`config.mk`:
```
export PLATFORM = sky130hd
export DESIGN_NAME = masked_byte_pattern_search
export DESIGN_NICKNAME = d
export VERILOG_FILES = /design/src/rtl/mbps_pkg.sv /design/src/rtl/masked_byte_pattern_search.sv /design/src/rtl/mbps_cell.sv /design/src/rtl/mbps_out_buf.sv
export SDC_FILE = /design/constraint.sdc
export NUM_CORES = 1
export LEC_CHECK = 0
export BUFFER_PORTS_ARGS = -buffer_cell sky130_fd_sc_hd__buf_2
export CORE_MARGIN = 2
export CORE_UTILIZATION = 40
export DETAILED_ROUTE_END_ITERATION = 10
export HOLD_SLACK_MARGIN = 0.12
export PLACE_DENSITY = 0.64
export RECOVER_POWER = 50
export SYNTH_ARGS = -nofsm -noshare
export SYNTH_HDL_FRONTEND = slang
export SYNTH_SLANG_ARGS = --single-unit
```
`constraint.sdc`:
```
create_clock -name clk -period 24.9 [get_ports clk]
set_input_delay 2.49 -clock clk [delete_from_list [all_inputs] [get_ports clk]]
set_output_delay 2.49 -clock clk [all_outputs]
set_load 0.05 [all_outputs]
```
`src/rtl/mbps_pkg.sv`:
```
package mbps_pkg;

    localparam int BYTE_W     = 8;
    localparam int ADDR_W     = 64;
    localparam int CFG_DATA_W = 64;
    localparam int CFG_IDX_W  = 3;
    localparam int SIG_BYTES  = 16;
    localparam int SIG_IDX_W  = 4;
    localparam int LEN_W      = 5;

    // Configuration register indexes
    localparam logic [CFG_IDX_W-1:0] REG_PATTERN_LOW  = 3'd0;
    localparam logic [CFG_IDX_W-1:0] REG_PATTERN_HIGH = 3'd1;
    localparam logic [CFG_IDX_W-1:0] REG_COMPARE_MASK = 3'd2;
    localparam logic [CFG_IDX_W-1:0] REG_PATTERN_LEN  = 3'd3;
    localparam logic [CFG_IDX_W-1:0] REG_REGION_BASE  = 3'd4;

    typedef logic [SIG_BYTES-1:0][BYTE_W-1:0] signature_t;

    typedef struct packed {
        logic              found;
        logic [ADDR_W-1:0] match_address;
    } result_t;

endpackage

```
`src/rtl/masked_byte_pattern_search.sv`:
```
// Masked byte pattern search.
// Configure through cfg_we/cfg_index/cfg_data while the block is idle:
// pattern bytes low and high, compare mask, pattern length, region base.
// Stream a region one byte per transaction on data_byte, with last_byte set
// on its final byte. Each region yields exactly one result: found=1 and the
// address of the first match as soon as the match completes, or found=0 with
// address 0 on the last byte when nothing matched.
// The input side takes one byte per cycle while in_ready is high; each result
// is registered in the output buffer before it shows on out_valid. The window
// is a row of byte cells that all compare in parallel, so the rate is set
// only by the handshake. Results pass through a two-entry output buffer:
// while the receiver stalls, input continues until both entries are held,
// then in_ready drops until out_ready takes one.
// Reset clears the byte counter, the match flag and the output buffer, and
// loads the register defaults (mask all ones, length one, the rest zero).
module masked_byte_pattern_search #(
    parameter int MAX_PATTERN_LEN = 16,
    parameter int OFFSET_WIDTH    = 32
) (
    input  logic                             clk,
    input  logic                             rst_n,
    input  logic                             cfg_we,
    input  logic [mbps_pkg::CFG_IDX_W-1:0]   cfg_index,
    input  logic [mbps_pkg::CFG_DATA_W-1:0]  cfg_data,
    input  logic                             in_valid,
    output logic                             in_ready,
    input  logic [mbps_pkg::BYTE_W-1:0]      data_byte,
    input  logic                             last_byte,
    output logic                             out_valid,
    input  logic                             out_ready,
    output logic                             found,
    output logic [mbps_pkg::ADDR_W-1:0]      match_address
);

    logic [63:0]                        pattern_low_reg;
    logic [63:0]                        pattern_high_reg;
    logic [mbps_pkg::SIG_BYTES-1:0]     compare_mask_reg;
    logic [mbps_pkg::LEN_W-1:0]         pattern_length_reg;
    logic [mbps_pkg::ADDR_W-1:0]        region_base_reg;

    logic [OFFSET_WIDTH-1:0]            bytes_seen_reg, bytes_seen_next;
    logic                               reported_reg, reported_next;

    mbps_pkg::signature_t               signature;
    logic [mbps_pkg::LEN_W-1:0]         len_act;
    logic [mbps_pkg::LEN_W-1:0]         len_m1;
    logic [MAX_PATTERN_LEN-1:0]         cell_hit;
    logic [mbps_pkg::BYTE_W-1:0]        cell_byte [MAX_PATTERN_LEN+1];
    logic                               accept;
    logic                               counted;
    logic                               hit;
    logic [OFFSET_WIDTH-1:0]            start_offset;
    logic                               res_valid;
    mbps_pkg::result_t                  res;
    mbps_pkg::result_t                  out_res;

    always_ff @(posedge clk or negedge rst_n)
    begin
        if (!rst_n)
        begin
            pattern_low_reg    <= '0;
            pattern_high_reg   <= '0;
            compare_mask_reg   <= '1;
            pattern_length_reg <= mbps_pkg::LEN_W'(1);
            region_base_reg    <= '0;
        end
        else if (cfg_we)
        begin
            case (cfg_index)
                mbps_pkg::REG_PATTERN_LOW:  pattern_low_reg    <= cfg_data;
                mbps_pkg::REG_PATTERN_HIGH: pattern_high_reg   <= cfg_data;
                mbps_pkg::REG_COMPARE_MASK:
                    compare_mask_reg <= cfg_data[mbps_pkg::SIG_BYTES-1:0];
                mbps_pkg::REG_PATTERN_LEN:
                    pattern_length_reg <= cfg_data[mbps_pkg::LEN_W-1:0];
                mbps_pkg::REG_REGION_BASE:  region_base_reg    <= cfg_data;
                default: ;
            endcase
        end
    end

    assign signature = {pattern_high_reg, pattern_low_reg};

    always_comb
    begin
        if (pattern_length_reg == '0)
        begin
            len_act = mbps_pkg::LEN_W'(1);
        end
        else if (pattern_length_reg > mbps_pkg::LEN_W'(MAX_PATTERN_LEN))
        begin
            len_act = mbps_pkg::LEN_W'(MAX_PATTERN_LEN);
        end
        else
        begin
            len_act = pattern_length_reg;
        end
    end

    assign len_m1 = len_act - mbps_pkg::LEN_W'(1);

    assign accept = in_valid && in_ready;

    // Window: cell k compares the byte received k transactions ago
    assign cell_byte[0] = data_byte;

    for (genvar k = 0; k < MAX_PATTERN_LEN; k++)
    begin : g_cell
        mbps_cell #(
            .IDX (k)
        ) u_cell (
            .clk          (clk),
            .shift_en     (accept),
            .byte_in      (cell_byte[k]),
            .byte_out     (cell_byte[k+1]),
            .signature    (signature),
            .compare_mask (compare_mask_reg),
            .pattern_len  (len_act),
            .hit          (cell_hit[k])
        );
    end

    // Count saturates; a saturated count can no longer complete a match
    assign counted      = bytes_seen_reg != '1;
    assign start_offset = bytes_seen_reg - OFFSET_WIDTH'(len_m1);
    assign hit = counted && !reported_reg
               && (bytes_seen_reg >= OFFSET_WIDTH'(len_m1)) && (&cell_hit);

    assign res_valid = accept && (hit || (last_byte && !reported_reg));
    assign res.found = hit;
    assign res.match_address = hit ? region_base_reg + mbps_pkg::ADDR_W'(start_offset)
                                   : '0;

    always_comb
    begin
        bytes_seen_next = bytes_seen_reg;
        reported_next   = reported_reg;
        if (accept)
        begin
            if (last_byte)
            begin
                bytes_seen_next = '0;
                reported_next   = 1'b0;
            end
            else
            begin
                if (counted)
                begin
                    bytes_seen_next = bytes_seen_reg + OFFSET_WIDTH'(1);
                end
                if (hit)
                begin
                    reported_next = 1'b1;
                end
            end
        end
    end

    always_ff @(posedge clk or negedge rst_n)
    begin
        if (!rst_n)
        begin
            bytes_seen_reg <= '0;
            reported_reg   <= 1'b0;
        end
        else
        begin
            bytes_seen_reg <= bytes_seen_next;
            reported_reg   <= reported_next;
        end
    end

    mbps_out_buf u_out_buf (
        .clk       (clk),
        .rst_n     (rst_n),
        .res_valid (res_valid),
        .res       (res),
        .space     (in_ready),
        .out_valid (out_valid),
        .out_ready (out_ready),
        .out_res   (out_res)
    );

    assign found         = out_res.found;
    assign match_address = out_res.match_address;

endmodule

```
`src/rtl/mbps_cell.sv`:
```
module mbps_cell #(
    parameter int IDX = 0
) (
    input  logic                           clk,
    input  logic                           shift_en,
    input  logic [mbps_pkg::BYTE_W-1:0]    byte_in,
    output logic [mbps_pkg::BYTE_W-1:0]    byte_out,
    input  mbps_pkg::signature_t           signature,
    input  logic [mbps_pkg::SIG_BYTES-1:0] compare_mask,
    input  logic [mbps_pkg::LEN_W-1:0]     pattern_len,
    output logic                           hit
);

    logic [mbps_pkg::BYTE_W-1:0]    byte_reg;
    logic                           in_use;
    logic [mbps_pkg::LEN_W-1:0]     sig_pos;
    logic [mbps_pkg::SIG_IDX_W-1:0] sig_sel;

    // This cell compares the byte received IDX transactions ago; it lines up
    // with signature byte (length - 1 - IDX).
    assign in_use  = mbps_pkg::LEN_W'(IDX) < pattern_len;
    assign sig_pos = pattern_len - mbps_pkg::LEN_W'(1) - mbps_pkg::LEN_W'(IDX);
    assign sig_sel = sig_pos[mbps_pkg::SIG_IDX_W-1:0];

    // Compare the byte entering the cell this cycle
    assign hit = !in_use || !compare_mask[sig_sel] || (byte_in == signature[sig_sel]);

    always_ff @(posedge clk)
    begin
        if (shift_en)
        begin
            byte_reg <= byte_in;
        end
    end

    assign byte_out = byte_reg;

endmodule

```
`src/rtl/mbps_out_buf.sv`:
```
module mbps_out_buf (
    input  logic                clk,
    input  logic                rst_n,
    input  logic                res_valid,
    input  mbps_pkg::result_t   res,
    output logic                space,
    output logic                out_valid,
    input  logic                out_ready,
    output mbps_pkg::result_t   out_res
);

    logic              out_valid_reg, out_valid_next;
    logic              skid_valid_reg, skid_valid_next;
    mbps_pkg::result_t out_res_reg, out_res_next;
    mbps_pkg::result_t skid_res_reg, skid_res_next;

    always_comb
    begin
        out_valid_next  = out_valid_reg;
        skid_valid_next = skid_valid_reg;
        out_res_next    = out_res_reg;
        skid_res_next   = skid_res_reg;
        if (!out_valid_reg || out_ready)
        begin
            if (skid_valid_reg)
            begin
                // drain skid entry first; no new result can arrive while it is full
                out_valid_next  = 1'b1;
                out_res_next    = skid_res_reg;
                skid_valid_next = 1'b0;
            end
            else
            begin
                out_valid_next = res_valid;
                out_res_next   = res;
            end
        end
        else if (res_valid)
        begin
            // output stalled: park the new result
            skid_valid_next = 1'b1;
            skid_res_next   = res;
        end
    end

    always_ff @(posedge clk or negedge rst_n)
    begin
        if (!rst_n)
        begin
            out_valid_reg  <= 1'b0;
            skid_valid_reg <= 1'b0;
        end
        else
        begin
            out_valid_reg  <= out_valid_next;
            skid_valid_reg <= skid_valid_next;
        end
    end

    always_ff @(posedge clk)
    begin
        out_res_reg  <= out_res_next;
        skid_res_reg <= skid_res_next;
    end

    assign space     = !skid_valid_reg;
    assign out_valid = out_valid_reg;
    assign out_res   = out_res_reg;

endmodule

```
==> results of run 1 <==
==> synth_stat cells, drive strengths merged (18+ instances only) <==
cell      n
inv      70
xor2    160
o31ai    70
mux2i   281
mux4    125
o211ai   37
nor3     40
nor4     39
nand4    34
edfxtp  250
a22oi    20
dfrtp   231
buf      60
a211oi   18
nand2b   19
mux2    194
xnor2    76
ha       49
nand3b   36
o21ai    90
nand3    57
a21o     32
nand2   221
nor2    141
and3     32
clkbuf  133
o22ai    19
a21oi    58
==> cells by family after synthesis <==
logic type | after synthesis | synth area share (%)
multiplexers | 600 | 24.41
AND/OR/NAND/NOR | 694 | 10.84
buffers and inverters | 264 | 3.358
flip-flops | 498 | 42.91
AO/OA/AOI/OAI | 447 | 9.893
XOR/XNOR | 236 | 6.528
adder cells (fa/ha/maj) | 52 | 2.072
==> power by group through the flow <==
| stage | clock network, mW | registers (mW) | logic (mW) |
|---|---|---|---|
| floorplan | 0 | 1.22 | 1.65 |
| global placement | 0 | 1.19 | 2.38 |
| detailed placement | 0 | 1.19 | 2.39 |
| CTS | 0.864 | 1.18 | 2.41 |
| global route | 0.899 | 1.20 | 2.59 |
| finish | 0.852 | 1.18 | 2.44 |
==> worst reg2reg max path, delay by kind of cell (launching register included) <==
kind	cells	cell delay [ps]
AOI/OAI and AO/OA	6	1980
and+or+nand+nor	12	2320
buffers and inverters	5	1840
xor gates and xnor gates	2	370
DFF	1	790
adders and majority gates	4	1620
==> per-stage QoR <==
stage | cell area, sq um | worst slack (ps)
floorplan | 32010 | 12820
global placement | 33720 | 16010
detailed placement | 33720 | 15850
CTS | 35590 | 15860
global route | 35520 | 15160
finish | 35520 | 15750
==> area by class of cell <==
class	count	area share [%]
tap	1050	3.698
multi-input combinational	2029	48.68
inverter	71	0.7679
clock inverter	32	1.099
clock buffer	70	4.174
sequential	498	38.69
timing repair buffer	188	2.892
==> per-layer routing <==
| metal | global-route usage, % | wire (microns) | vias up |
|---|---|---|---|
| met1 | 32.32 | 40970 | 11931 |
| met4 | 9.779 | 4493 | 2 |
| met5 | 0 | 7 | - |
| met3 | 4.524 | 8299 | 215 |
| met2 | 39.11 | 47620 | 1076 |
| li1 | - | - | 10639 |
==> path summary, 6_finish.rpt <==
| kind | end | slack, ps | depth (start not counted) |
|---|---|---|---|
| max | u_out_buf.skid_res_reg[54]$_DFFE_PP_ | 15750 | 29 |
| min | g_cell[5].u_cell.byte_out[0]$_DFFE_PP_ | 430 | 0 |
| max reg2reg | u_out_buf.skid_res_reg[54]$_DFFE_PP_ | 15750 | 29 |
| min reg2reg | g_cell[5].u_cell.byte_out[0]$_DFFE_PP_ | 430 | 0 |
| max in group asynchronous | pattern_length_reg[1]$_DFFE_PN0P_ | 17350 | 1 |
| min in group asynchronous | pattern_low_reg[15]$_DFFE_PN0P_ | 3830 | 1 |
==> results by group, run 1 <==
STA
  • Fmax: 0.1092 GHz
  • Final Cycle Share: between 30% and 40%
  • Hold violation count in the final report: 0
  • Worst slew slack as a fraction of its limit: -253.5%
  • RSZ-0062 raised after global routing: false
  • Count of final setup violators: 0
  • Shortest period the worst path allows: 9154 ps
  • Final hold slack: between 400 and 500 ps
  • Worst Tran Pin Value: 5303 ps
  • Final Skew: 62.04 ps
  • Final slew viol count: ~410
  • Post-route setup TNS: 0 ps

Yosys
  • Synth top area share: 23.45%
  • Synthesis Warnings: 0
  • Syn Nets: a little under 3000
  • Fraction of the yosys area taken by sequential cells: between 40 and 50%
  • Total of flip-flops plus latches after synthesis: roughly 500
  • Netlist cell types: a little under 80
  • Synthesized area divided by synthesized cell count: between 10 and 15 sq um
  • EDFF count, synth: 250
  • Leading cell types by total area after synthesis: sky130_fd_sc_hd__edfxtp_1, sky130_fd_sc_hd__dfrtp_1, sky130_fd_sc_hd__mux4_2
  • Most frequently used flop master after synthesis: sky130_fd_sc_hd__edfxtp_1
  • Number of standard cells after synthesis: about 2800
  • Proportion of synthesized flip-flops having asynchronous set or reset: between 40% and 50%
  • Netlist area before placement: between 0.03 and 0.04 sq mm
  • Synth area leader: sky130_fd_sc_hd__edfxtp_1

Global routing
  • Global routing usage summed across all routing layers: ~24%
  • Pin count of the biggest net entering global routing: about 160
  • Wire length of the first global-routing pass: between 100000 and 150000 microns
  • Initial antenna violation count: 5
  • Global route total overflow: 0
  • Via count of the first global-routing pass: about 23000

Floorplanning
  • Top-Level Pins: between 100 and 150
  • Initial core utilization: approximately two fifths
  • Overall die area: roughly 0.082 sq mm
  • Chip Height: 286.9 microns
  • Area of the placeable core: about 0.079 sq mm
  • X dimension of the die: between 200 and 300 microns
  • Cell Rows: around 100

Final layout
  • Most frequent cells in the layout: sky130_fd_sc_hd__mux2i_1, sky130_fd_sc_hd__edfxtp_1, sky130_fd_sc_hd__dfrtp_1
  • Final core occ: around 45%
  • Non-filler cells in the finished layout: 3938
  • Number of nets in the finished design: ~3000
  • Multi-input logic area: about 0.017 sq mm
  • Flip-flop count of the largest register, all copies and words added: 120
  • Number of filler instances in the final layout: approximately 7400
  • Register area: around 0.014 sq mm
  • Area overhead of the layout relative to synthesis: 10.97%
  • Most common cell after layout, fill and taps aside: sky130_fd_sc_hd__mux2i_1
  • Fraction of final layout cells sized beyond drive strength 1: 22.58%
  • Number of inserted diodes: 0

CTS
  • Number of buffers on the longest clock path: 3
  • Clock root buffer master: sky130_fd_sc_hd__clkbuf_16
  • Maximum level of the CTS H-tree: 2
  • Total number of clock tree sinks: 498
  • Post-CTS setup buffer count: 0
  • Number of hold-repair buffers added at the cts stage: 0
  • Cts repair resizes: 0
  • CTS tree: done
  • Worst-Skew Late Latency: 640 ps
  • Clock-pin slew reported for the worst setup and hold paths after clock tree synthesis: 60 ps
  • Number of CTS-inserted buffers: between 50 and 60

Detailed routing
  • WL/cell: 25.75 microns
  • Antenna-violating nets left: 0
  • Drt total wl: slightly above 100000 microns
  • Routed vias/inst: slightly above 6
  • Routed vias: ~24000
  • DR pass1 iterations: 6
  • Total DRC errors in the routed layout: 0
  • Count of routing violations after the opening detailed-route iteration: 2643

Power and ir drop
  • Fraction of power consumed by sequential logic: 26.4%
  • Clock Power Share: a little under a fifth
  • Switching power total: between 2 and 2.5 mW
  • Leak pwr: around 14 nW
  • Total power consumption of the routed design: approximately 4.5 mW
  • Power Dens Cells: 126.1 mW/mm^2
  • Cell internal power dissipation: 2.475 mW
  • Switching Share: between 40% and 50%
  • Part of the power in combinational logic: 54.5%
  • Maximum resistive drop on vdd: approximately 72 uV

Critical path
  • Number of buffers and inverters on the critical path: 5
  • Category of the worst setup path launch point: flip-flop
  • Crit path kind: reg2reg
  • Required @ worst endpoint: 25250 ps
  • Delay of the slowest cell on the worst path: around 800 ps
  • Worst path top cell family by delay: simple AND/OR/NAND/NOR gates
  • Cell at the slowest stage of the critical path: sky130_fd_sc_hd__dfstp_2
  • Cell mode on critical path: sky130_fd_sc_hd__buf_4
  • Crit path from: pattern_length_reg[0]$_DFFE_PN1P_
  • Worst flop-to-flop path startpoint: pattern_length_reg[0]$_DFFE_PN1P_
  • Endpoint type of the worst setup path: flip-flop
  • WP data arrival: approximately 9500 ps
  • Top fanout value on the critical path: 68

Placement
  • Number of input and output port buffers inserted: about 150
  • Number of cells after detailed placement: 3836
  • Last weighted congestion value of the routability-driven placer: between 0.9 and 1
  • HPWL reported at the end of detailed placement: approximately 74000 microns

Min path
  • Hold Startpoint: g_cell[4].u_cell.byte_out[0]$_DFFE_PP_
  • Worst min-delay path class: reg2reg

Status
  • Violated checks: max-capacitance violations, max-slew violations
  • Run status: finished, violations left

Job
  • Maximum capacitance violations: 7
Note: power is estimated with default switching activity, not from simulation.
==> run 2, diff against run 1 <==
--- a/config.mk
+++ b/config.mk
@@ -10,7 +10,7 @@
 export CORE_UTILIZATION = 40
 export DETAILED_ROUTE_END_ITERATION = 10
 export HOLD_SLACK_MARGIN = 0.12
-export PLACE_DENSITY = 0.64
+export PLACE_DENSITY = 0.66
 export RECOVER_POWER = 50
 export SYNTH_ARGS = -nofsm -noshare
 export SYNTH_HDL_FRONTEND = slang
==> constraint.sdc (replaced) <==
create_clock -name clk -period 8.4 [get_ports clk]
set_input_delay 0.84 -clock clk [delete_from_list [all_inputs] [get_ports clk]]
set_output_delay 0.84 -clock clk [all_outputs]
set_load 0.05 [all_outputs]
==> results by group, run 2 (same netlist as run 1, synthesis figures left out) <==
Status
  • Run status: finished, violations left (unchanged)
  • Violated checks: max-capacitance violations, max-slew violations (unchanged)

CTS
  • Cts repair resizes: 0 (unchanged)
  • Number of hold-repair buffers added at the cts stage: 0 (unchanged)
  • Clock root buffer master: sky130_fd_sc_hd__clkbuf_16 (unchanged)
  • Maximum level of the CTS H-tree: 2 (unchanged)
  • Clock-pin slew reported for the worst setup and hold paths after clock tree synthesis: 70 ps (was 60 ps)
  • CTS tree: done (unchanged)
  • Worst-Skew Late Latency: 650 ps (was 640 ps)
  • Total number of clock tree sinks: 498 (unchanged)
  • Number of CTS-inserted buffers: 57 (was 55)
  • Post-CTS setup buffer count: 0 (unchanged)
  • Number of buffers on the longest clock path: 3 (unchanged)

STA
  • Worst Tran Pin Value: 4016 ps (was 5303 ps)
  • Final Cycle Share: 94.87% (was 36.77%)
  • Shortest period the worst path allows: 7969 ps (was 9154 ps)
  • Hold violation count in the final report: 0 (unchanged)
  • Worst slew slack as a fraction of its limit: -167.7% (was -253.5%)
  • Final Skew: 51.47 ps (was 62.04 ps)
  • Final slew viol count: 264 (was 405)
  • Minimum setup slack in the final design: 430.7 ps (was 15750 ps)
  • RSZ-0062 raised after global routing: false (unchanged)
  • Final hold slack: 405.8 ps (was 433.5 ps)
  • Fmax: 0.1255 GHz (was 0.1092 GHz)
  • Count of final setup violators: 0 (unchanged)

Placement
  • Last weighted congestion value of the routability-driven placer: 0.9744 (was 0.9463)
  • Worst setup timing slack at the placement stage: 587.2 ps (was 15850 ps)
  • Number of cells after detailed placement: 3844 (was 3836)
  • Number of input and output port buffers inserted: 147 (unchanged)
  • HPWL reported at the end of detailed placement: 74000 microns (was 73690 microns)

Final layout
  • Flip-flop count of the largest register, all copies and words added: 120 (unchanged)
  • Number of nets in the finished design: 2985 (was 2975)
  • Fraction of final layout cells sized beyond drive strength 1: 23.06% (was 22.58%)
  • Most frequent cells in the layout: sky130_fd_sc_hd__mux2i_1, sky130_fd_sc_hd__edfxtp_1, sky130_fd_sc_hd__dfrtp_1 (unchanged)
  • Number of filler instances in the final layout: 7346 (was 7409)
  • Most common cell after layout, fill and taps aside: sky130_fd_sc_hd__mux2i_1 (unchanged)
  • Non-filler cells in the finished layout: 3951 (was 3938)
  • Final core occ: 45.13% (was 44.89%)
  • Area overhead of the layout relative to synthesis: 11.55% (was 10.97%)
  • Number of inserted diodes: 0 (unchanged)

Critical path
  • Top fanout value on the critical path: 40 (was 68)
  • Crit path kind: reg2reg (unchanged)
  • Required @ worst endpoint: 8750 ps (was 25250 ps)
  • Delay of the slowest cell on the worst path: 780 ps (was 790 ps)
  • RR Endpoint: u_out_buf.out_res[54]$_DFFE_PN_ (was u_out_buf.skid_res_reg[54]$_DFFE_PP_)
  • Endpoint type of the worst setup path: flip-flop (unchanged)
  • WP data arrival: 8310 ps (was 9500 ps)
  • Category of the worst setup path launch point: flip-flop (unchanged)
  • Cell at the slowest stage of the critical path: sky130_fd_sc_hd__dfstp_2 (unchanged)
  • Worst flop-to-flop path startpoint: pattern_length_reg[0]$_DFFE_PN1P_ (unchanged)
  • Register-to-register path setup slack: 430 ps (was 15750 ps)
  • Reg2reg path depth: 27 (was 29)

Min path
  • Endpoint of the worst hold-timing path: g_cell[13].u_cell.byte_out[1]$_DFFE_PP_ (was g_cell[5].u_cell.byte_out[0]$_DFFE_PP_)
  • Hold Crit Depth: 0 (unchanged)
  • Hold Startpoint: g_cell[12].u_cell.byte_out[1]$_DFFE_PP_ (was g_cell[4].u_cell.byte_out[0]$_DFFE_PP_)
  • Worst min-delay path class: reg2reg (unchanged)

Global routing
  • Initial antenna violation count: 7 (was 5)
  • Wire length of the first global-routing pass: 150200 microns (was 149800 microns)
  • Global route total overflow: 0 (unchanged)
  • Global routing usage summed across all routing layers: 24.28% (was 24.29%)
  • Pin count of the biggest net entering global routing: 178 (was 157)
  • Via count of the first global-routing pass: 22917 (was 22655)

Floorplanning
  • Overall die area: 0.08231 sq mm (unchanged)
  • Chip Height: 286.9 microns (unchanged)
  • Top-Level Pins: 148 (unchanged)
  • Cell Rows: 103 (unchanged)
  • Area of the placeable core: 0.07913 sq mm (unchanged)
  • Initial core utilization: 40.45% (unchanged)
  • X dimension of the die: 286.9 microns (unchanged)

Detailed routing
  • Total DRC errors in the routed layout: 0 (unchanged)
  • Routed vias/inst: 6.069 (was 6.060)
  • Count of routing violations after the opening detailed-route iteration: 2766 (was 2643)
  • Routed vias: 23978 (was 23863)
  • Drt total wl: 102000 microns (was 101400 microns)
  • WL/cell: 25.80 microns (was 25.75 microns)
  • Antenna-violating nets left: 0 (unchanged)
  • DR pass1 iterations: 8 (was 6)

Power and ir drop
  • Leak pwr: 14.29 nW (was 14.22 nW)
  • Maximum resistive drop on vdd: 232.2 uV (was 72.47 uV)
  • Power Dens Cells: 373.9 mW/mm^2 (was 126.1 mW/mm^2)

Job
  • Maximum capacitance violations: 5 (was 7)
==> run 2: cell types whose count changed in the layout (fill, tap and decap cells not counted), sizes merged <==
cell | previous run | this run
clkinvlp | 5 | 4
clkbuf | 85 | 89
buf | 173 | 182
bufinv | 7 | 4
inv | 70 | 72
clkinv | 21 | 23
==> run 2: worst max path at each step <==
| stage | cells after the start | from | endpoint |
|---|---|---|---|
| 6_report | 27 | pattern_length_reg[0]$_DFFE_PN1P_ | u_out_buf.out_res[54]$_DFFE_PN_ |
| 5_1_grt | 27 | pattern_length_reg[0]$_DFFE_PN1P_ | u_out_buf.out_res[38]$_DFFE_PN_ |
| 4_1_cts | 27 | pattern_length_reg[0]$_DFFE_PN1P_ | u_out_buf.out_res[54]$_DFFE_PN_ |
| 3_5_place_dp | 27 | pattern_length_reg[0]$_DFFE_PN1P_ | u_out_buf.out_res[50]$_DFFE_PN_ |
| 3_3_place_gp | 27 | pattern_length_reg[0]$_DFFE_PN1P_ | u_out_buf.out_res[44]$_DFFE_PN_ |
| 2_1_floorplan | 27 | pattern_length_reg[0]$_DFFE_PN1P_ | u_out_buf.skid_res_reg[0]$_DFFE_PP_ |
==> run 2: cell type report <==
cell class / instances / area (sq um) / area share, %
clock inverter: 32 / 315.3 / 0.8830
sequential: 498 / 13740 / 38.49
timing repair buffer: 196 / 1129 / 3.161
tap: 1050 / 1314 / 3.679
inverter: 71 / 281.5 / 0.7884
clock buffer: 75 / 1575 / 4.412
multi-input combinational: 2029 / 17350 / 48.58
==> run 2: routing by layer <==
| layer | routed length [microns] | up-vias | track usage [%] | part of all wire, % |
|---|---|---|---|---|
| met2 | 47760 | 1069 | 39.13 | 47 |
| li1 | - | 10680 | - | - |
| met3 | 8293 | 222 | 4.857 | 8.1 |
| met5 | 29 | - | 0 | 0.028 |
| met1 | 40620 | 12003 | 31.44 | 40 |
| met4 | 5250 | 4 | 11.34 | 5.1 |
==> run 2: per-stage QoR <==
stage,instance area (sq um),power (mW),setup TNS [ps]
floorplan,32190,8.556,-159480
global placement,33890,10.65,0
detailed placement,33890,10.70,0
CTS,35780,13.27,0
global route,35710,13.94,0
finish,35710,13.35,0
==> run 2: power by group <==
part           switching [mW]  internal, mW
Sequential              0.480          3.02
Clock                    1.08          1.45
Combinational            4.43          2.89
Total                    5.99          7.36
==> run 2: critical path: cells and delay by family (launching register included) <==
| kind | cells | cell delay, ps |
|---|---|---|
| AOI/OAI and AO/OA | 7 | 2140 |
| xor gates and xnor gates | 2 | 390 |
| adders and majority gates | 4 | 1310 |
| buffers and inverters | 3 | 640 |
| DFF | 1 | 780 |
| and+or+nand+nor | 11 | 2440 |
